<file path="src/rtl/stack_machine_execute_unit_defines.svh">
// Assertion macros for the file that checks behavior.
// They expect signals named clk and rst_n in the enclosing scope.
`ifndef STACK_MACHINE_EXECUTE_UNIT_DEFINES_SVH
`define STACK_MACHINE_EXECUTE_UNIT_DEFINES_SVH

// Same-cycle implication.
`define SME_ASSERT_IMPL(lbl, ante, cons) \
  lbl: assert property (@(posedge clk) disable iff (!rst_n) (ante) |-> (cons)) \
    else $error("sme assertion failed");

// Next-cycle implication.
`define SME_ASSERT_NEXT(lbl, ante, cons) \
  lbl: assert property (@(posedge clk) disable iff (!rst_n) (ante) |=> (cons)) \
    else $error("sme assertion failed");

`endif

</file>
<file path="src/rtl/sme_pkg.sv">
`timescale 1ns / 1ps
package sme_pkg;

  localparam int DATA_DEPTH_DEF = 64;
  localparam int LINK_DEPTH_DEF = 32;
  localparam int MEM_WORDS_DEF  = 256;
  localparam int PC_BITS_DEF    = 16;

  typedef enum logic [4:0] {
    OP_ADD = 5'd0,  OP_AND = 5'd1,  OP_BEZ = 5'd2,  OP_BLS = 5'd3,
    OP_BNZ = 5'd4,  OP_BRA = 5'd5,  OP_BRS = 5'd6,  OP_CEQ = 5'd7,
    OP_CGE = 5'd8,  OP_CGT = 5'd9,  OP_CLE = 5'd10, OP_CLT = 5'd11,
    OP_CNE = 5'd12, OP_DEC = 5'd13, OP_DIV = 5'd14, OP_DUP = 5'd15,
    OP_HLT = 5'd16, OP_INC = 5'd17, OP_JAL = 5'd18, OP_LDA = 5'd19,
    OP_LDI = 5'd20, OP_MOD = 5'd21, OP_MUL = 5'd22, OP_NOT = 5'd23,
    OP_OAR = 5'd24, OP_OUT = 5'd25, OP_PRN = 5'd26, OP_RTN = 5'd27,
    OP_STA = 5'd28, OP_SUB = 5'd29, OP_XOR = 5'd30
  } op_t;

  typedef enum logic [2:0] {
    F_NONE      = 3'd0,
    F_UNDERFLOW = 3'd1,
    F_OVERFLOW  = 3'd2,
    F_DIV_ZERO  = 3'd3,
    F_CALL_OVF  = 3'd4,
    F_CALL_UNF  = 3'd5,
    F_BAD_ADDR  = 3'd6
  } fault_t;

  typedef enum logic [2:0] {
    S_CLEAR, S_IDLE, S_RD1, S_RD2, S_EX, S_DIV, S_WB
  } state_t;

  typedef struct packed {
    logic clearing;
    logic capture;
    logic rd2;
    logic exec;
    logic commit;
  } ctrl_cmd_t;

  typedef struct packed {
    logic clr_done;
    logic need_div;
    logic div_done;
    logic out_free;
    logic stopped;
  } ctrl_sts_t;

  function automatic logic is_binary(input op_t c);
    case (c)
      OP_ADD, OP_AND, OP_BLS, OP_BRS, OP_CEQ, OP_CGE, OP_CGT, OP_CLE,
      OP_CLT, OP_CNE, OP_DIV, OP_MOD, OP_MUL, OP_OAR, OP_SUB, OP_XOR: return 1'b1;
      default: return 1'b0;
    endcase
  endfunction

endpackage

</file>
<file path="src/rtl/sme_ctrl.sv">
`timescale 1ns / 1ps
module sme_ctrl
  import sme_pkg::*;
(
  input  logic      clk,
  input  logic      rst_n,
  input  logic      in_tvalid,
  output logic      in_tready,
  input  ctrl_sts_t sts,
  output ctrl_cmd_t cmd
);

  state_t state_r, state_nxt;

  always_ff @(posedge clk) begin
    if (!rst_n) begin
      state_r <= S_CLEAR;
    end else begin
      state_r <= state_nxt;
    end
  end

  always_comb begin
    state_nxt = state_r;
    cmd       = '0;
    in_tready = 1'b0;
    case (state_r)
      S_CLEAR: begin
        cmd.clearing = 1'b1;
        if (sts.clr_done) state_nxt = S_IDLE;
      end
      S_IDLE: begin
        in_tready   = 1'b1;
        cmd.capture = in_tvalid;
        if (in_tvalid) state_nxt = S_RD1;
      end
      S_RD1: state_nxt = S_RD2;
      S_RD2: begin
        cmd.rd2   = 1'b1;
        state_nxt = S_EX;
      end
      S_EX: begin
        cmd.exec  = 1'b1;
        state_nxt = sts.need_div ? S_DIV : S_WB;
      end
      S_DIV: begin
        if (sts.div_done) state_nxt = S_WB;
      end
      S_WB: begin
        if (sts.out_free) begin
          cmd.commit = 1'b1;
          state_nxt  = S_IDLE;
        end
      end
      default: state_nxt = S_IDLE;
    endcase
  end

endmodule

</file>
<file path="config.mk">
export PLATFORM = sky130hd
export DESIGN_NAME = sme_ctrl
export DESIGN_NICKNAME = d
export VERILOG_FILES = /design/src/rtl/stack_machine_execute_unit_defines.svh /design/src/rtl/sme_pkg.sv /design/src/rtl/sme_ctrl.sv
export SDC_FILE = /design/constraint.sdc
export NUM_CORES = 1
export LEC_CHECK = 0
export BUFFER_PORTS_ARGS = -buffer_cell sky130_fd_sc_hd__buf_2
export CAP_MARGIN = 20
export CORE_AREA = 4 4 41 43
export DETAILED_ROUTE_END_ITERATION = 10
export DIE_AREA = 0 0 45 47
export HOLD_SLACK_MARGIN = 0.06
export PLACE_DENSITY = 0.46
export SYNTH_ARGS = -nofsm -noshare
export SYNTH_HDL_FRONTEND = slang
export SYNTH_SLANG_ARGS = --single-unit
export TNS_END_PERCENT = 5
</file>
<file path="constraint.sdc">
create_clock -name clk -period 2.3 [get_ports clk]
set_clock_uncertainty 0.2 [all_clocks]
set_input_delay 0.46 -clock clk [delete_from_list [all_inputs] [get_ports clk]]
set_output_delay 0.46 -clock clk [all_outputs]
set_load 0.02 [all_outputs]
</file>
# Yosys cells after proc, flatten, opt, wreduce, memory -nomap -nowiden
# Cells that the tools add are included.
[totals]
register_bits = 3
latchBits = 0
ram_bits = 0
romBits = 0
mem_count = 0
[op_classes]
addsub = 0
mul = 0
div = 0
order_cmp = 0
eq_ne = 10
shifts = 0
mux = 13
bitwise_logic = 0
n_reduce_logical = 2
[ops]
columns = ["operator", "n"]
rows = [
  ["3-bit case mux with 7 select lines", 1],
  ["3-bit two-way mux", 4],
  ["3-bit == test (second input constant)", 3],
  ["2-bit inequality test (second input constant)", 4],
  ["1-bit two-way mux", 7],
  ["3-bit by 2-bit == test with 1-bit output (second input constant)", 2],
  ["4-bit AND reduction", 1],
  ["3-bit by 1-bit == test with 1-bit output (second input constant)", 1],
  ["3-bit zero test", 1],
  ["2-bit two-way mux", 1],
]

# Depth between registers and ports, before layout
# Gate-level depths: netlist of run 1.
[depth]
word_depth = 3
depth_mapped = 6

# Least setup slack after synthesis of run 1
# No wires, ideal clock.
[synth_timing]
path_kind = "reg-to-output"
start = "reg state_r[0]"
end = "out cmd[3] (netlist name)"
t_arrival_ns = 1.348
t_required_ns = 1.640
setup_slack_ns = 0.292
stages_incl_launch_ff = 4
path_cell_list = "dfxtp_1 > buf_6 > nor3b_1 > and2_1"
[synth_rtl]
columns = ["element", "line", "source"]
rows = [
  ["start: declaration", "sme_ctrl.sv:13", "state_t state_r, state_nxt;"],
  ["start signal: assignment", "sme_ctrl.sv:19", "state_r <= state_nxt;"],
  ["end: declaration", "sme_ctrl.sv:10", "output ctrl_cmd_t cmd"],
]

==> flow_summary.json, run 1 <==
{
  "max_freq_ghz": 0.485,
  "start_util": 0.254,
  "cts_buffers": 3,
  "drc": 0,
  "postRouteAntennaNets": 0,
  "clock_sinks": 3,
  "portBuffers": 12,
  "drv_slew": 0,
  "fin_util": 0.320,
  "r2r_slack_ns": 0.56,
  "yosysSeqAreaShare": 0.182,
  "die_y_um": 47,
  "path_cells": "nor2b_4 -> and3_2 -> buf_2",
  "ys_warn_count": 0,
  "insertion_delay_ns": 0.23,
  "crit_family": "flip-flops",
  "diodes": 0,
  "htree_num_levels": 1,
  "worst-path-buf-inv": 1,
  "crit_path_end_kind": "output port",
  "reg.largest.list": "state_r (3)",
  "ys_ff_latch": 3,
  "status": "completed",
  "slew_headroom": 0.715,
  "cp.required_ns": 1.64,
  "peakVddDrop_mv": 0.426,
  "nets": 62,
  "largest_reg_flops": 3,
  "fin_setup_tns_ns": 0,
  "wire_per_inst_um": 10.4,
  "r2r-start": "state_r[2]$_SDFFE_PN0P_",
  "yosysTopAreaCellShare": 0.182,
  "grt_pass1_wl_um": 1100,
  "grtUsageTotal": 0.0734,
  "n_fill_cell": 153,
  "seq_area_um2": 60.1,
  "post-place-cells": 63,
  "syn_area_per_cell_um2": 8.93,
  "rsz0062_at_grt": "false",
  "grt_max_degree": 12,
  "multi_input_area_um2": 225,
  "clkTransAtPathRegs_ns": 0.04,
  "startpoint_type": "register",
  "gr-total-overflow": 0,
  "routed-via-count": 317,
  "dieArea_mm2": 0.00212,
  "hold_viol": 0,
  "ctsRootBufferMaster": "clkbuf_4",
  "core_mm2": 0.00130,
  "post-cts-setup-buffers": 0,
  "viasPerCell": 4.73,
  "rows": 13,
  "antenna_found_initial": 0,
  "yosysTopAreaCell": "dfxtp_1",
  "drtPass1Iterations": 2,
  "ys_top_cells_by_count": "3 x buf_6, 3 x dfxtp_1, 3 x inv_1",
  "power_per_cell_area_mw_per_mm2": 1360,
  "postSynthCellCount": 37,
  "crit_path_start": "state_r[2]$_SDFFE_PN0P_",
  "tritoncts": "yes",
  "grt_pass1_vias": 279,
  "min_from": "rst_n",
  "post_cts_resized": 0,
  "critPathKind": "reg2out",
  "tightest_slew_ns": 0.427,
  "arrival_ns": 1.40,
  "synth_edf_count": 0,
  "fin_crit_sh": 0.896,
  "p_leak_nw": 0.201,
  "layout_min_cycle_time_ns": 2.06,
  "clock_path_buffers": 2,
  "synthTopCellsByArea": "dfxtp_1 18%, buf_6 10%, a31oi_4 6.4%",
  "drive_gt1_frac": 0.462,
  "drtIter0Drc": 5,
  "cpPeakStageDelay_ns": 0.57,
  "top_register": "state_r",
  "post-dp-hpwl_um": 548,
  "synthesis.nets": 46,
  "cp_max_fo": 11,
  "instances_no_fill": 67,
  "crit_path_top_delay_cell": "dfxtp_1",
  "finalSetupViolCount": 0,
  "ios": 14,
  "syn_to_final_growth_pct": 26.1,
  "maxCapViolCount": 0,
  "synth_ff_type": "dfxtp_1",
  "hold_buffers": 0,
  "min_path_type": "in2reg",
  "die_x_um": 45,
  "drt-total-wl_um": 694,
  "syn_area_um2": 330,
  "synth_cell_types": 27,
  "ys_async_sr_fraction": 0,
  "place_congestion": 0.793
}
==> per-stage QoR <==
stage               total power [mW]  area (µm²)  hold slack (ns)  worst slack [ns]
CTS                            0.577         417            0.277             0.217
floorplan                      0.420         330            0.391             0.292
global placement               0.481         390            0.472             0.457
global route                   0.623         417            0.286             0.162
finish                         0.567         417            0.283             0.239
detailed placement             0.478         390            0.444             0.466
==> area by class of cell <==
class	instances	share of cell area
Tap cell	15	0.0450
Sequential cell	3	0.144
Timing Repair Buffer	14	0.180
Multi-Input combinational cell	28	0.541
Inverter	3	0.0270
Clock buffer	4	0.0631
==> power breakdown <==
part | leakage [nW] | internal, mW | switching (mW)
Combinational | 0.161 | 0.165 | 0.191
Clock | 0.0150 | 0.0651 | 0.0286
Sequential | 0.0248 | 0.0743 | 0.0424
==> routing by layer <==
metal	global-route usage	vias up	wire, µm
met1	0.0862	143	331
met4	0.0526	0	0
met3	0.0268	0	35
met5	0	-	0
li1	-	163	-
met2	0.110	11	326
==> kinds of logic (layout without fill, tap and decap cells) <==
group / count (synthesis) / in the layout / share of synthesized area
buffers and inverters: 6 / 21 / 0.136
AO/OA/AOI/OAI: 8 / 8 / 0.223
adder cells (fa/ha/maj): 1 / 1 / 0.0379
flip-flops: 3 / 3 / 0.182
multiplexers: 1 / 1 / 0.0303
AND/OR/NAND/NOR: 18 / 18 / 0.390
==> cell usage in the layout (no fill, tap or decap) <==
master | synthesis | layout
clkbuf_4 | 0 | 3
ha_1 | 1 | 1
a31oi_4 | 1 | 1
nor3b_1 | 2 | 2
buf_4 | 0 | 2
a211o_2 | 1 | 1
nor3_1 | 1 | 1
a21oi_1 | 1 | 1
nor2_1 | 2 | 2
and2_2 | 1 | 1
clkbuf_1 | 0 | 1
a21o_1 | 1 | 1
and3_2 | 1 | 1
nor2b_4 | 1 | 1
dfxtp_1 | 3 | 3
nand3b_1 | 1 | 1
nand3_1 | 1 | 1
a31oi_1 | 1 | 1
buf_2 | 0 | 12
mux2i_1 | 1 | 1
and3_1 | 1 | 1
nor2b_1 | 1 | 1
and2_1 | 2 | 2
nand2_1 | 2 | 2
o2111ai_1 | 1 | 1
nand2_2 | 1 | 1
o21ai_0 | 1 | 1
o311a_1 | 1 | 1
inv_1 | 3 | 3
nor4_4 | 1 | 1
==> worst paths after layout <==
check / cells past startpoint / end
worst min-delay path: 2 / state_r[2]$_SDFFE_PN0P_
worst max-delay path: 3 / cmd[0]
worst min register to register: 3 / state_r[1]$_SDFFE_PN0P_
worst max register to register: 4 / state_r[0]$_SDFFE_PN0P_
(Power assumes the default switching activity.)
==> run 2, diff against run 1 <==
ABC_AREA = 1   (was unset)
PLACE_DENSITY = 0.43   (was 0.46)
==> run 2 against run 1 <==
Worst hold slack got worse by 0.00062 ns. Cell count is 21% higher. Count of clock-buffer cells in the layout is the same. Utilization is 2.3 points lower. Flip-flop and latch count unchanged. First-iteration DRC count rose by 40%. Critical path type unchanged. Largest cell class unchanged. Highest routed layer unchanged.
==> flow_summary.json, run 2 <==
{
  "diodes": 0,
  "clock_path_buffers": 2,
  "drc": 0,
  "synth_cell_types": 14,
  "layout_min_cycle_time_ns": 1.98,
  "instances_no_fill": 81,
  "rsz0062_at_grt": "false",
  "largest_reg_flops": 3,
  "syn_to_final_growth_pct": 32.1,
  "clkTransAtPathRegs_ns": 0.04,
  "viasPerCell": 4.16,
  "tightest_slew_ns": 0.358,
  "start_util": 0.225,
  "fin_crit_sh": 0.861,
  "cts_buffers": 3,
  "post-dp-hpwl_um": 574,
  "ys_async_sr_fraction": 0,
  "arrival_ns": 1.32,
  "max_freq_ghz": 0.505,
  "cpPeakStageDelay_ns": 0.49,
  "yosysSeqAreaShare": 0.205,
  "drt-total-wl_um": 719,
  "status": "completed",
  "crit_path_top_delay_cell": "dfxtp_1",
  "yosysTopAreaCellShare": 0.205,
  "clock_sinks": 3,
  "fin_setup_tns_ns": 0,
  "htree_num_levels": 1,
  "p_leak_nw": 0.230,
  "fin_util": 0.297,
  "power_per_cell_area_mw_per_mm2": 1470,
  "hold_viol": 0,
  "routed-via-count": 337,
  "min_path_type": "in2reg",
  "portBuffers": 12,
  "hold_buffers": 0,
  "synth_ff_type": "dfxtp_1",
  "grt_pass1_wl_um": 1150,
  "die_x_um": 45,
  "gr-total-overflow": 0,
  "crit_path_end_kind": "output port",
  "yosysMostFrequentCell": "nand2_1",
  "synthesis.nets": 60,
  "rows": 13,
  "reg.largest.list": "state_r (3)",
  "final_common_cell": "nand2_1",
  "syn_area_um2": 293,
  "postSynthCellCount": 51,
  "postRouteAntennaNets": 0,
  "path_cells": "inv_2 -> nor4_1 -> buf_2",
  "synthTopCellsByArea": "dfxtp_1 21%, nand2_1 17%, nor2_1 13%",
  "core_mm2": 0.00130,
  "syn_area_per_cell_um2": 5.74,
  "die_y_um": 47,
  "insertion_delay_ns": 0.23,
  "grt_pass1_vias": 285,
  "drtPass1Iterations": 4,
  "grt_max_degree": 9,
  "ios": 14,
  "cp_max_fo": 8,
  "post_cts_resized": 0,
  "ctsRootBufferMaster": "clkbuf_4",
  "post-cts-setup-buffers": 0,
  "total_power_uw": 569,
  "post-place-cells": 77,
  "ys_ff_latch": 3,
  "cp.required_ns": 1.64,
  "maxCapViolCount": 0,
  "place_congestion": 0.687,
  "yosysTopAreaCell": "dfxtp_1",
  "layout_common_cells": "13 x nand2_1, 12 x buf_2, 10 x nor2_1",
  "drive_gt1_frac": 0.318,
  "finalSetupViolCount": 0,
  "tritoncts": "yes",
  "nets": 76,
  "startpoint_type": "register",
  "top_register": "state_r",
  "antenna_found_initial": 0,
  "peakVddDrop_mv": 0.293,
  "wire_per_inst_um": 8.88,
  "drtIter0Drc": 7,
  "ys_top_cells_by_count": "13 x nand2_1, 10 x nor2_1, 6 x inv_1, 5 x nand3_1",
  "dieArea_mm2": 0.00212,
  "synth_edf_count": 0,
  "slew_headroom": 0.761,
  "grtUsageTotal": 0.0742,
  "ys_warn_count": 0,
  "drv_slew": 0,
  "critPathKind": "reg2out"
}
==> run 2: cell types whose count changed after synthesis, sizes merged, moves of 3 or more <==
cell   before  now
nand2       3   13
and2        3    0
nand3       1    5
inv         3    9
nor2        2   13
==> run 2: layout make-up <==
cell class	count	area, µm²
inverters	9	33.8
repair buffers	12	60.1
fillers	168	915
flip-flops and latches	3	60.1
multi-input cells	38	188
clock buffers	4	26.3
well taps	15	18.8
==> run 2: cells by family after synthesis <==
| family | count (synthesis) | synth area share |
|---|---|---|
| simple gates | 37 | 0.598 |
| flops | 3 | 0.205 |
| buf+inv | 10 | 0.154 |
| fa+ha+maj | 1 | 0.0427 |
==> run 2: worst max-delay path, delay by kind of cell, from the launching register on <==
kind,cells,cell delay [ns]
flip-flops,1,0.49
buffers and inverters,2,0.34
AND/OR/NAND/NOR,1,0.27
==> run 2: power breakdown <==
group          internal [mW]  switching, mW  total (mW)
combinational          0.126          0.229       0.355
sequential            0.0755         0.0499       0.125
clock                 0.0648         0.0241      0.0889
==> run 2: layer usage <==
| metal | global-route usage | routed length (µm) | part of all wire |
|---|---|---|---|
| met2 | 0.0960 | 316 | 0.44 |
| met1 | 0.109 | 368 | 0.51 |
| met4 | 0.0526 | 0 | 0 |
| met3 | 0.0115 | 34 | 0.047 |
| met5 | 0 | 0 | 0 |
==> run 2: path summary, 6_finish.rpt <==
kind	cells after the start	slack, ns	end	start
setup / recovery	3	0.32	cmd[0]	state_r[2]$_SDFFE_PN0P_
hold / removal	3	0.28	state_r[0]$_SDFFE_PN0P_	rst_n
setup reg to reg	8	0.73	state_r[0]$_SDFFE_PN0P_	state_r[1]$_SDFFE_PN0P_
hold reg to reg	2	0.36	state_r[0]$_SDFFE_PN0P_	state_r[0]$_SDFFE_PN0P_
==> run 2: per-stage QoR <==
stage	hold slack (ns)	area [µm²]	setup slack, ns
after floorplan	0.325	293	0.406
after global placement	0.353	360	0.556
after detailed placement	0.365	360	0.549
after CTS	0.279	387	0.312
after global routing	0.283	387	0.241
final	0.282	387	0.320
==> run 3, diff against run 2 <==
CELL_PAD_IN_SITES_DETAIL_PLACEMENT = 1   (was unset)
CELL_PAD_IN_SITES_GLOBAL_PLACEMENT = 1   (was unset)
PLACE_DENSITY = 0.61   (was 0.43)
==> run 3 against run 2 <==
Maximum frequency rose by 0.21%. Critical path depth stayed put. Design area unchanged. Non-clock buffer count stayed put. Routed wire length is 7.9% higher. Worst hold slack worse by 0.0041 ns. Sequential power about the same. First-iteration DRC count down 100%. Sequential share of layout area did not move. Critical endpoint unchanged.
==> flow_summary.json, run 3 (synthesized netlist as in run 2, its figures left out) <==
{
  "status": "completed",
  "cp.required_ns": 1.64,
  "grt_max_degree": 9,
  "seq_area_um2": 60.1,
  "ctsRootBufferMaster": "clkbuf_4",
  "rows": 13,
  "slew_headroom": 0.776,
  "crit_path_end_kind": "output port",
  "maxCapViolCount": 0,
  "n_fill_cell": 194,
  "portBuffers": 12,
  "post_cts_resized": 0,
  "place_congestion": 0.675,
  "syn_to_final_growth_pct": 32.1,
  "die_x_um": 45,
  "routed-via-count": 345,
  "nets": 76,
  "tightest_slew_ns": 0.336,
  "startpoint_type": "register",
  "drt-total-wl_um": 776,
  "power_per_cell_area_mw_per_mm2": 1480,
  "fin_util": 0.297,
  "fin_crit_sh": 0.859,
  "final_common_cell": "nand2_1",
  "r2r_slack_ns": 0.74,
  "grtUsageTotal": 0.0805,
  "total_power_uw": 574,
  "max_freq_ghz": 0.506,
  "diodes": 0,
  "post-cts-setup-buffers": 0,
  "min_from": "rst_n",
  "finalSetupViolCount": 0,
  "insertion_delay_ns": 0.23,
  "min_path_type": "in2reg",
  "drive_gt1_frac": 0.318,
  "drv_slew": 0,
  "peakVddDrop_mv": 0.294,
  "core_mm2": 0.00130,
  "antenna_found_initial": 0,
  "cp_max_fo": 8,
  "largest_reg_flops": 3,
  "post-dp-hpwl_um": 634,
  "whs_ns": 0.278,
  "clkTransAtPathRegs_ns": 0.04,
  "finalInstanceArea_um2": 387,
  "rsz0062_at_grt": "false",
  "viasPerCell": 4.26,
  "layout_min_cycle_time_ns": 1.98,
  "die_y_um": 47,
  "grt_pass1_wl_um": 1290,
  "hold_buffers": 0,
  "place_area_um2": 360,
  "p_leak_nw": 0.230,
  "reg.largest.list": "state_r (3)",
  "postRouteAntennaNets": 0,
  "reg2reg_depth": 8,
  "hold_viol": 0,
  "grt_pass1_vias": 332,
  "htree_num_levels": 1,
  "layout_common_cells": "13 x nand2_1, 12 x buf_2, 10 x nor2_1",
  "fin_setup_tns_ns": 0,
  "ios": 14,
  "wire_per_inst_um": 9.58,
  "r2r-start": "state_r[1]$_SDFFE_PN0P_",
  "min_to": "state_r[1]$_SDFFE_PN0P_",
  "start_util": 0.225,
  "gr-total-overflow": 0,
  "whs_path_depth": 3,
  "drtPass1Iterations": 1,
  "reg2reg_to": "state_r[0]$_SDFFE_PN0P_",
  "multi_input_area_um2": 188,
  "crit_path_start": "state_r[2]$_SDFFE_PN0P_",
  "arrival_ns": 1.32,
  "dieArea_mm2": 0.00212,
  "clock_path_buffers": 2,
  "clock_sinks": 3,
  "cts_buffers": 3,
  "drc": 0,
  "critPathKind": "reg2out",
  "drtIter0Drc": 0,
  "tritoncts": "yes",
  "top_register": "state_r"
}
-- run 3: cell type report --
| class | count | share of cell area |
|---|---|---|
| inverters | 9 | 0.0874 |
| flip-flops and latches | 3 | 0.155 |
| clock buffers | 4 | 0.0680 |
| repair buffers | 12 | 0.155 |
| multi-input cells | 38 | 0.485 |
| well taps | 15 | 0.0485 |
-- run 3: worst max path at each step --
stage               endpoint  slack [ns]  cells after the start
floorplan             cmd[0]        0.41                      2
global placement      cmd[0]        0.57                      3
detailed placement    cmd[0]        0.57                      3
CTS                   cmd[2]        0.31                      3
global route          cmd[0]        0.17                      3
finish                cmd[0]        0.32                      3
-- run 3: through the flow --
stage	std cells	worst slack [ns]
after floorplan	51	0.406
after global placement	77	0.572
after detailed placement	77	0.571
after CTS	81	0.307
after global routing	81	0.173
final	81	0.324
-- run 3: routing by layer --
layer	GRT usage	part of all wire	vias up
met1	0.0952	0.46	153
met2	0.153	0.51	5
met3	0	0.035	0
li1	-	-	187
met4	0.0351	0	0
met5	0	0	-
-- run 3: power by group --
part           leakage, nW  switching [mW]  internal [mW]  total (mW)
Sequential          0.0249          0.0486         0.0755       0.124
Combinational        0.190           0.235          0.125       0.360
Clock               0.0150          0.0247         0.0648      0.0895
-- run 3: critical path, stage by stage, from the launching register on --
cell     delay (ns)
dfxtp_1        0.49
inv_2          0.13
nor4_1         0.26
buf_2          0.21
